$ cat src/hw/rtl/uks_pkg.sv
// Shared types and codes for the unique-key stack.
// No dependencies; every other file of the block imports this package.
package uks_pkg;

    localparam int KEY_W = 32;
    localparam int VAL_W = 32;
    localparam int STATUS_W = 3;
    localparam int COUNT_W = 5;

    typedef logic [STATUS_W-1:0] t_status;

    localparam t_status ST_PUSHED    = 3'd0;
    localparam t_status ST_DUPLICATE = 3'd1;
    localparam t_status ST_POPPED    = 3'd2;
    localparam t_status ST_UNDERFLOW = 3'd3;
    localparam t_status ST_FULL      = 3'd4;

    localparam logic CMD_PUSH = 1'b0;
    localparam logic CMD_POP  = 1'b1;

    // One stored pair.
    typedef struct packed {
        logic signed [KEY_W-1:0] key;
        logic signed [VAL_W-1:0] value;
    } t_entry;

    // Per-cycle control broadcast to every cell of the chain.
    typedef struct packed {
        logic cmp;
        logic push;
        logic pop;
    } t_cell_ctl;

endpackage

$ cat src/hw/rtl/uks_if.sv
// Handshake interfaces for the command and result channels of the stack.
// Depends on uks_pkg for field widths and the status type.
interface uks_cmd_if
    import uks_pkg::*;
();
    logic                    valid;
    logic                    ready;
    logic                    command;
    logic signed [KEY_W-1:0] entry_key;
    logic signed [VAL_W-1:0] entry_value;

    modport source (output valid, output command, output entry_key, output entry_value,
                    input ready);
    modport sink   (input valid, input command, input entry_key, input entry_value,
                    output ready);
endinterface

interface uks_res_if
    import uks_pkg::*;
();
    logic                    valid;
    logic                    ready;
    t_status                 status;
    logic signed [KEY_W-1:0] popped_key;
    logic signed [VAL_W-1:0] popped_value;
    logic [COUNT_W-1:0]      entry_count;
    logic                    stack_empty;

    modport source (output valid, output status, output popped_key, output popped_value,
                    output entry_count, output stack_empty, input ready);
    modport sink   (input valid, input status, input popped_key, input popped_value,
                    input entry_count, input stack_empty, output ready);
endinterface

$ cat src/hw/rtl/uks_cell.sv
// One cell of the stack chain: holds a pair, shifts it toward or away from
// the top, and registers whether its key matches the probe key. Uses uks_pkg.
module uks_cell
    import uks_pkg::*;
(
    input  logic                    i_clk,
    input  t_cell_ctl               i_ctl,
    input  logic                    i_held,
    input  logic signed [KEY_W-1:0] i_cmp_key,
    input  t_entry                  i_above,
    input  t_entry                  i_below,
    output t_entry                  o_entry,
    output logic                    o_hit
);

    t_entry r_entry;
    logic   r_hit;

    always_ff @(posedge i_clk) begin
        if (i_ctl.cmp) begin
            r_hit <= i_held && (r_entry.key == i_cmp_key);
        end
        if (i_ctl.push) begin
            r_entry <= i_above;
        end else if (i_ctl.pop) begin
            r_entry <= i_below;
        end
    end

    assign o_entry = r_entry;
    assign o_hit   = r_hit;

endmodule

$ cat src/hw/rtl/unique_key_stack.sv
// Unique-key LIFO stack: each cell registers its key match at the accepting edge; the result is
// registered when the decision state that shifts the chain completes, once the result register
// is free or drains, so a result held by the sink delays that decision. No new transaction is
// accepted until the decision completes.
// Synchronous active-low reset clears the count, the control state and the result valid; the
// stored pairs are not cleared and are read only after they are written.
module unique_key_stack
    import uks_pkg::*;
#(
    parameter int DEPTH = 16
) (
    input  logic     i_clk,
    input  logic     i_rst_n,
    uks_cmd_if.sink  i_cmd,
    uks_res_if.source o_res
);

    // The count must be able to hold DEPTH itself.
    localparam int CW = $clog2(DEPTH + 1);

    localparam logic S_IDLE  = 1'b0;
    localparam logic S_CHECK = 1'b1;

    // Control state and the captured transaction.
    logic                    r_state;
    logic                    n_state;
    logic [CW-1:0]           r_count;
    logic [CW-1:0]           n_count;
    logic                    r_cmd;
    t_entry                  r_in;

    // Registered result.
    logic                    r_out_valid;
    t_status                 r_out_status;
    t_entry                  r_out_pair;
    logic [COUNT_W-1:0]      r_out_count;
    logic                    r_out_empty;

    // Chain wiring.
    t_cell_ctl               w_ctl;
    t_entry                  w_entry [DEPTH];
    logic [DEPTH-1:0]        w_hit;
    logic [DEPTH-1:0]        w_held;
    logic                    w_accept;
    logic                    w_finish;
    logic                    w_dup;
    logic                    w_full;
    logic                    w_empty;
    t_status                 w_status;
    logic [31:0]             w_count_ext;

    // A new transaction is taken only in the idle state; the captured key
    // is compared against every held cell in that same edge.
    assign i_cmd.ready = (r_state == S_IDLE);
    assign w_accept    = i_cmd.valid && i_cmd.ready;

    // The decision cycle completes once the result register is free or drains.
    assign w_finish = (r_state == S_CHECK) && (!r_out_valid || o_res.ready);

    assign w_dup   = |w_hit;
    assign w_full  = (r_count == CW'(DEPTH));
    assign w_empty = (r_count == '0);

    // Duplicate check comes first, then the full check for pushes.
    always_comb begin
        w_status = ST_PUSHED;
        w_ctl    = '0;
        n_count  = r_count;
        w_ctl.cmp = w_accept;
        if (r_cmd == CMD_PUSH) begin
            if (w_dup) begin
                w_status = ST_DUPLICATE;
            end else if (w_full) begin
                w_status = ST_FULL;
            end else begin
                w_status   = ST_PUSHED;
                w_ctl.push = w_finish;
                n_count    = r_count + CW'(1);
            end
        end else begin
            if (w_empty) begin
                w_status = ST_UNDERFLOW;
            end else begin
                w_status  = ST_POPPED;
                w_ctl.pop = w_finish;
                n_count   = r_count - CW'(1);
            end
        end
    end

    assign w_count_ext = 32'(n_count);

    always_comb begin
        n_state = r_state;
        unique case (r_state)
            S_IDLE: begin
                if (w_accept) begin
                    n_state = S_CHECK;
                end
            end
            S_CHECK: begin
                if (w_finish) begin
                    n_state = S_IDLE;
                end
            end
            default: n_state = S_IDLE;
        endcase
    end

    always_ff @(posedge i_clk) begin
        if (!i_rst_n) begin
            r_state     <= S_IDLE;
            r_count     <= '0;
            r_out_valid <= 1'b0;
        end else begin
            r_state <= n_state;
            if (w_finish) begin
                r_count     <= n_count;
                r_out_valid <= 1'b1;
            end else if (o_res.ready) begin
                r_out_valid <= 1'b0;
            end
        end
    end

    // Payload registers need no reset.
    always_ff @(posedge i_clk) begin
        if (w_accept) begin
            r_cmd      <= i_cmd.command;
            r_in.key   <= i_cmd.entry_key;
            r_in.value <= i_cmd.entry_value;
        end
        if (w_finish) begin
            r_out_status <= w_status;
            r_out_pair   <= (w_status == ST_POPPED) ? w_entry[0] : '0;
            r_out_count  <= w_count_ext[COUNT_W-1:0];
            r_out_empty  <= (n_count == '0);
        end
    end

    // Cell 0 is the top of the stack. A push moves every pair one cell
    // deeper and loads the new pair into cell 0; a pop moves every pair
    // one cell up. The deepest cell refills from itself on a pop, which
    // is harmless since it then lies beyond the count.
    for (genvar gi = 0; gi < DEPTH; gi++) begin : g_cell
        t_entry w_above;
        t_entry w_below;

        assign w_held[gi] = (CW'(gi) < r_count);

        if (gi == 0) begin : g_top
            assign w_above = r_in;
        end else begin : g_mid
            assign w_above = w_entry[gi-1];
        end

        if (gi == DEPTH - 1) begin : g_bottom
            assign w_below = w_entry[gi];
        end else begin : g_inner
            assign w_below = w_entry[gi+1];
        end

        uks_cell u_cell (
            .i_clk     (i_clk),
            .i_ctl     (w_ctl),
            .i_held    (w_held[gi]),
            .i_cmp_key (i_cmd.entry_key),
            .i_above   (w_above),
            .i_below   (w_below),
            .o_entry   (w_entry[gi]),
            .o_hit     (w_hit[gi])
        );
    end

    assign o_res.valid        = r_out_valid;
    assign o_res.status       = r_out_status;
    assign o_res.popped_key   = r_out_pair.key;
    assign o_res.popped_value = r_out_pair.value;
    assign o_res.entry_count  = r_out_count;
    assign o_res.stack_empty  = r_out_empty;

    // The count never passes the capacity of the chain.
    a_count_bound: assert property (@(posedge i_clk) disable iff (!i_rst_n)
        r_count <= CW'(DEPTH))
        else $error("stack count exceeds capacity");

    // An accepted transaction always reaches the decision state next.
    a_accept_check: assert property (@(posedge i_clk) disable iff (!i_rst_n)
        w_accept |=> (r_state == S_CHECK))
        else $error("accepted transaction did not enter decision state");

    // A completed decision always leaves a valid result behind.
    a_finish_valid: assert property (@(posedge i_clk) disable iff (!i_rst_n)
        w_finish |=> r_out_valid)
        else $error("decision completed without a result");

    // A successful pop lowers the count by exactly one.
    a_pop_count: assert property (@(posedge i_clk) disable iff (!i_rst_n)
        (w_finish && r_cmd == CMD_POP && !w_empty) |=> (r_count == $past(r_count) - CW'(1)))
        else $error("pop did not lower the count by one");

    // A rejected push leaves the count unchanged.
    a_reject_hold: assert property (@(posedge i_clk) disable iff (!i_rst_n)
        (w_finish && r_cmd == CMD_PUSH && (w_dup || w_full)) |=> $stable(r_count))
        else $error("rejected push changed the count");

endmodule
$ cat src/flat_wrapper.sv
// flat-port wrapper written by rule: the top's interface ports become plain ports
module unique_key_stack_flat import uks_pkg::*;
#(
    parameter int DEPTH = 16
)
  (i_clk, i_rst_n, i_cmd_valid, i_cmd_command, i_cmd_entry_key, i_cmd_entry_value, i_cmd_ready, o_res_valid, o_res_status, o_res_popped_key, o_res_popped_value, o_res_entry_count, o_res_stack_empty, o_res_ready);
  uks_cmd_if i_cmd_i ();
  uks_res_if o_res_i ();
  input  logic i_clk;
  input  logic i_rst_n;
  input wire logic [$bits(i_cmd_i.valid)-1:0] i_cmd_valid;
  input wire logic [$bits(i_cmd_i.command)-1:0] i_cmd_command;
  input wire logic [$bits(i_cmd_i.entry_key)-1:0] i_cmd_entry_key;
  input wire logic [$bits(i_cmd_i.entry_value)-1:0] i_cmd_entry_value;
  output wire logic [$bits(i_cmd_i.ready)-1:0] i_cmd_ready;
  output wire logic [$bits(o_res_i.valid)-1:0] o_res_valid;
  output wire logic [$bits(o_res_i.status)-1:0] o_res_status;
  output wire logic [$bits(o_res_i.popped_key)-1:0] o_res_popped_key;
  output wire logic [$bits(o_res_i.popped_value)-1:0] o_res_popped_value;
  output wire logic [$bits(o_res_i.entry_count)-1:0] o_res_entry_count;
  output wire logic [$bits(o_res_i.stack_empty)-1:0] o_res_stack_empty;
  input wire logic [$bits(o_res_i.ready)-1:0] o_res_ready;
  assign i_cmd_i.valid = i_cmd_valid;
  assign i_cmd_i.command = i_cmd_command;
  assign i_cmd_i.entry_key = i_cmd_entry_key;
  assign i_cmd_i.entry_value = i_cmd_entry_value;
  assign i_cmd_ready = i_cmd_i.ready;
  assign o_res_valid = o_res_i.valid;
  assign o_res_status = o_res_i.status;
  assign o_res_popped_key = o_res_i.popped_key;
  assign o_res_popped_value = o_res_i.popped_value;
  assign o_res_entry_count = o_res_i.entry_count;
  assign o_res_stack_empty = o_res_i.stack_empty;
  assign o_res_i.ready = o_res_ready;
  unique_key_stack #(.DEPTH(DEPTH)) u_core (.i_clk(i_clk), .i_rst_n(i_rst_n), .i_cmd(i_cmd_i), .o_res(o_res_i));
endmodule
$ cat config.mk
export PLATFORM = sky130hd
export DESIGN_NAME = unique_key_stack_flat
export DESIGN_NICKNAME = d
export VERILOG_FILES = /design/src/hw/rtl/uks_pkg.sv /design/src/hw/rtl/uks_if.sv /design/src/hw/rtl/uks_cell.sv /design/src/hw/rtl/unique_key_stack.sv /design/src/flat_wrapper.sv
export SDC_FILE = /design/constraint.sdc
export NUM_CORES = 2
export LEC_CHECK = 0
export BUFFER_PORTS_ARGS = -buffer_cell sky130_fd_sc_hd__buf_4
export CAP_MARGIN = 20
export CORE_ASPECT_RATIO = 0.75
export CORE_UTILIZATION = 57
export DETAILED_ROUTE_END_ITERATION = 16
export PLACE_DENSITY = 0.88
export SETUP_SLACK_MARGIN = 0.4
export SYNTH_ARGS = -nofsm -noshare
export SYNTH_HDL_FRONTEND = slang
export SYNTH_SLANG_ARGS = --single-unit
$ cat constraint.sdc
create_clock -name i_clk -period 55.5 [get_ports i_clk]
set_clock_uncertainty 0.05 [all_clocks]
set_input_delay 11.1 -clock i_clk [delete_from_list [all_inputs] [get_ports i_clk]]
set_output_delay 11.1 -clock i_clk [all_outputs]
set_load 0.01 [all_outputs]
==> results.cfg <==
[final_layout]
diodes = 0
drive_gt1_share_pct = 6.41
seq_area_um2 = 35500
multi_input_area_um2 = 17400
nFillCells = 6595
syn2layout_area_growth_pct = 9.39
stdcell_count = 6543
nNetsFinal = 5288

[setup_path]
r2r-end = u_core.g_cell[12].u_cell.o_entry[12]$_DFFE_PP_
reg2regPathDepth = 12
cp.buffers_inverters = 6
r2r-start = u_core.r_count[0]$_SDFFE_PN0P_
cp_max_fo = 201
cp_num_cells = 9
crit_path_cell_trace = buf_4 -> nand2b_1 -> nand2_1 -> nor2_4 -> buf_12 -> buf_4 -> buf_12 -> buf_4 -> buf_4
path_delay_family = buffers and inverters
cpMostUsedCell = buf_4
critPathRequiredTime_ps = 55710
crit_arrival_ps = 16260
max_stage_delay_ps = 920
crit_path_start_kind = primary input
slowest_stage = buf_4
r2r_slack_ps = 47790
worstSetupPathType = in2reg
worst_setup_path_end_kind = flop

[logic_synthesis]
ys_ff_latch = 1185
synthCells = 5229
synth_top_area_share_pct = 64.9
syn_area_um2 = 54500
synth_area_leaders = edfxtp_1 65%, nand2_1 20%, xor2_1 5.4%
synth_top_family_by_area = simple AND/OR/NAND/NOR gates
muxShareOfSynthArea_pct = 0.0551
synth_warnings = 0
seq_area_frac_synth_pct = 65.2
synth_xor_xnor_area_share_pct = 8.24
synth_cell_types = 46
synth_fa_ha_area_share_pct = 0.0918
netlist.top_cell.by_area = edfxtp_1
synth_compound_area_share_pct = 0.521
syn_nets = 5302
yosys.area_share.simple_pct = 23.0
avgSynthCellArea_um2 = 10.4

[clock_network]
path_clk_slew_ps = 60
cts_buffers = 110
cts_resized = 0
cts-root-buf = clkbuf_16
h-tree-depth = 3
clock_path_buffers = 3
cts_setup_buffers = 0
clk_latency_ps = 700
cts_hold_buffers = 0
cts.sinks = 1185
cts_tree = yes

[power_and_ir_drop]
p_switching_mw = 0.423
p_int_mw = 1.48
seqPwrFrac_pct = 54.5
power_density_nw_per_um2 = 31.9
vdd_drop_max_mv = 0.0271
swShare_pct = 22.3
p_leak_nw = 23.9
p_clk_share_pct = 40.2
combPwrFrac_pct = 5.3

[sta]
hold_viol = 0
rsz0062_at_grt = no
drv_slew = 0
fin_crit_sh_pct = 28.9
setup_violations = 0
max_freq_ghz = 0.0623
period_needed_ps = 16050
setup_slack_ps = 39450
slew-limit-headroom_pct = 19.0
fin_tns_setup_ps = 0
whs_ps = 376
worst_pin_slew_ps = 1220

[place]
gp_congestion = 0.940
pre_cts_ws_ps = 38800
dp_hpwl_mm = 83.4
port_buffers = 143
dp_cells = 6336

[route]
drc = 0
ant_nets = 0
drt-pass1-iter-count = 6
wl_per_cell_um = 19.9
first_iter_violations = 5843
via_per_inst = 5.80
routed_wl_mm = 130
vias = 38000

[hold_path]
hp-start = u_core.g_cell[14].u_cell.o_entry[7]$_DFFE_PP_
holdPathStages = 0
worst_hold_path_type = reg2reg
holdPathEnd = u_core.g_cell[15].u_cell.o_entry[7]$_DFFE_PP_

[global_routing]
met2_usage_pct = 38.1
antenna_found_initial = 0
met3_usage_pct = 4.77
overflow = 0
grt_pass1_vias = 35300
grt.busiest_layer = met1
grt_usage_pct = 26.2
grt.met1_usage_pct = 39.4
grt_max_degree = 241
grt_pass1_wl_mm = 200

[die]
die_h_um = 270
floorplan.rows = 97
start_util_pct = 57.9
core_area_um2 = 94100
die_x_um = 359
boundaryPins = 144
die_area_um2 = 96900

[flow_run]
cap_viol_max_count = 0

[outcome]
status = completed
-- kinds of logic (layout without fill, tap and decap cells) --
logic type      count (synthesis)  count (layout)
compound gates                 42              42
xor+xnor                      513             513
fa+ha+maj                       4               4
buf+inv                       311             388
flops                        1185            1185
mux                             3               3
simple gates                 3171            3171
-- power by group through the flow --
| stage | combinational, mW | clock, mW | sequential (mW) |
|---|---|---|---|
| 2_1_floorplan | 0.0613 | 0 | 1.09 |
| 3_3_place_gp | 0.0951 | 0 | 1.05 |
| 3_5_place_dp | 0.0981 | 0 | 1.05 |
| 4_1_cts | 0.0993 | 0.767 | 1.03 |
| 5_1_grt | 0.108 | 0.800 | 1.04 |
| 6_report | 0.101 | 0.763 | 1.03 |
-- worst register-to-register path: stages, from the launching register on --
cell and delay [ps]:
dfxtp_1 800, inv_1 210, ha_1 330, or4b_2 230, buf_4 520, and2_1 270
a21oi_1 120, nor2_4 170, buf_12 650, buf_4 1130, buf_12 890, buf_4 860
buf_4 970
-- state kept, by name, indices dropped and copies added, names as in the netlist --
register / cells
u_core.g_cell.u_cell.o_entry: 1024
u_core.r_count: 5
u_core.o_res.stack_empty: 1
u_core.o_res.entry_count: 5
u_core.o_res.status: 3
u_core.o_res.popped_value: 32
u_core.o_res.popped_key: 32
u_core.r_state: 1
u_core.g_cell.u_cell.o_hit: 16
u_core.g_cell.w_above: 64
u_core.o_res.valid: 1
u_core.r_cmd: 1
-- layout by cell type (no fill, tap or decap), types with 3 or more instances in the layout --
cell type | synthesis | routed
clkbuf_1 | 135 | 29
buf_16 | 0 | 4
xnor2_1 | 176 | 176
nand4_1 | 55 | 55
nor2_1 | 13 | 12
a21oi_1 | 9 | 9
ha_1 | 4 | 4
mux2i_1 | 3 | 3
edfxtp_1 | 1178 | 1178
buf_4 | 0 | 166
clkbuf_16 | 0 | 111
a31oi_1 | 5 | 5
a2111oi_0 | 4 | 4
bufinv_16 | 0 | 11
clkinv_16 | 0 | 3
clkinv_1 | 0 | 18
dfxtp_1 | 7 | 7
clkbuf_8 | 0 | 6
clkinv_2 | 0 | 20
buf_12 | 0 | 5
nor3_1 | 14 | 14
inv_1 | 8 | 8
nor4_1 | 97 | 97
nand2_1 | 2888 | 2888
and2_1 | 4 | 4
and3_1 | 65 | 65
xor2_1 | 337 | 337
clkinvlp_4 | 0 | 3
nand3_1 | 21 | 21
o21ai_0 | 9 | 9
nand2b_1 | 3 | 3
-- per-layer routing --
| layer | share of wire (%) | up-vias | wire [um] |
|---|---|---|---|
| met5 | 0 | - | 0 |
| met4 | 3.8 | 0 | 5000 |
| met3 | 12 | 337 | 16200 |
| met2 | 43 | 2494 | 56600 |
| met1 | 40 | 17900 | 52700 |
| li1 | - | 17200 | - |
-- through the flow --
step	util, %	area (um2)	total power [mW]
after global routing	63.4	59600	1.94
after detailed placement	59.4	55900	1.15
after floorplan	-	54500	1.15
final	63.4	59600	1.90
after CTS	63.3	59500	1.90
after global placement	59.4	55900	1.15
-- how the worst max path moves through the flow --
stage,start,endpoint,slack (ps)
after floorplan,o_res_ready,u_core.g_cell[0].u_cell.o_entry[0]$_DFFE_PP_,2030
after global placement,o_res_ready,u_core.g_cell[13].u_cell.o_entry[16]$_DFFE_PP_,38900
after detailed placement,o_res_ready,u_core.g_cell[13].u_cell.o_entry[16]$_DFFE_PP_,38800
after CTS,o_res_ready,u_core.g_cell[10].u_cell.o_entry[12]$_DFFE_PP_,39500
after global routing,o_res_ready,u_core.g_cell[5].u_cell.o_entry[10]$_DFFE_PP_,39200
final,o_res_ready,u_core.g_cell[12].u_cell.o_entry[12]$_DFFE_PP_,39450
-- cells in the mapped netlist (all sizes together) --
library cell	instances
nand2	2888
edfxtp	1178
xor2	337
xnor2	176
buf	166
clkbuf	135
nor4	97
and3	65
nand4	55
nand3	22
nor3	14
nor2	13
inv	10
a21oi	9
o21ai	9
dfxtp	7
a31oi	5
a2111oi	4
and2	4
ha	4
mux2i	3
nand2b	3
nor2b	2
nor3b	2
o2111ai	2
o211ai	2
o2bb2ai	2
a211o	1
a211oi	1
a21boi	1
a311o	1
a31o	1
and4	1
nand4b	1
o211a	1
o21ba	1
o22ai	1
o31a	1
or2	1
or3	1
or4	1
or4b	1
-- cell type report --
cell class / count / share of cell area [%]
Timing Repair Buffer: 175 / 2.44
Multi-Input combinational cell: 3733 / 29.2
Clock inverter: 57 / 1.09
Clock buffer: 146 / 4.98
Tap cell: 1237 / 2.60
Sequential cell: 1185 / 59.6
Inverter: 10 / 0.0777
(Power assumes the default switching activity.)
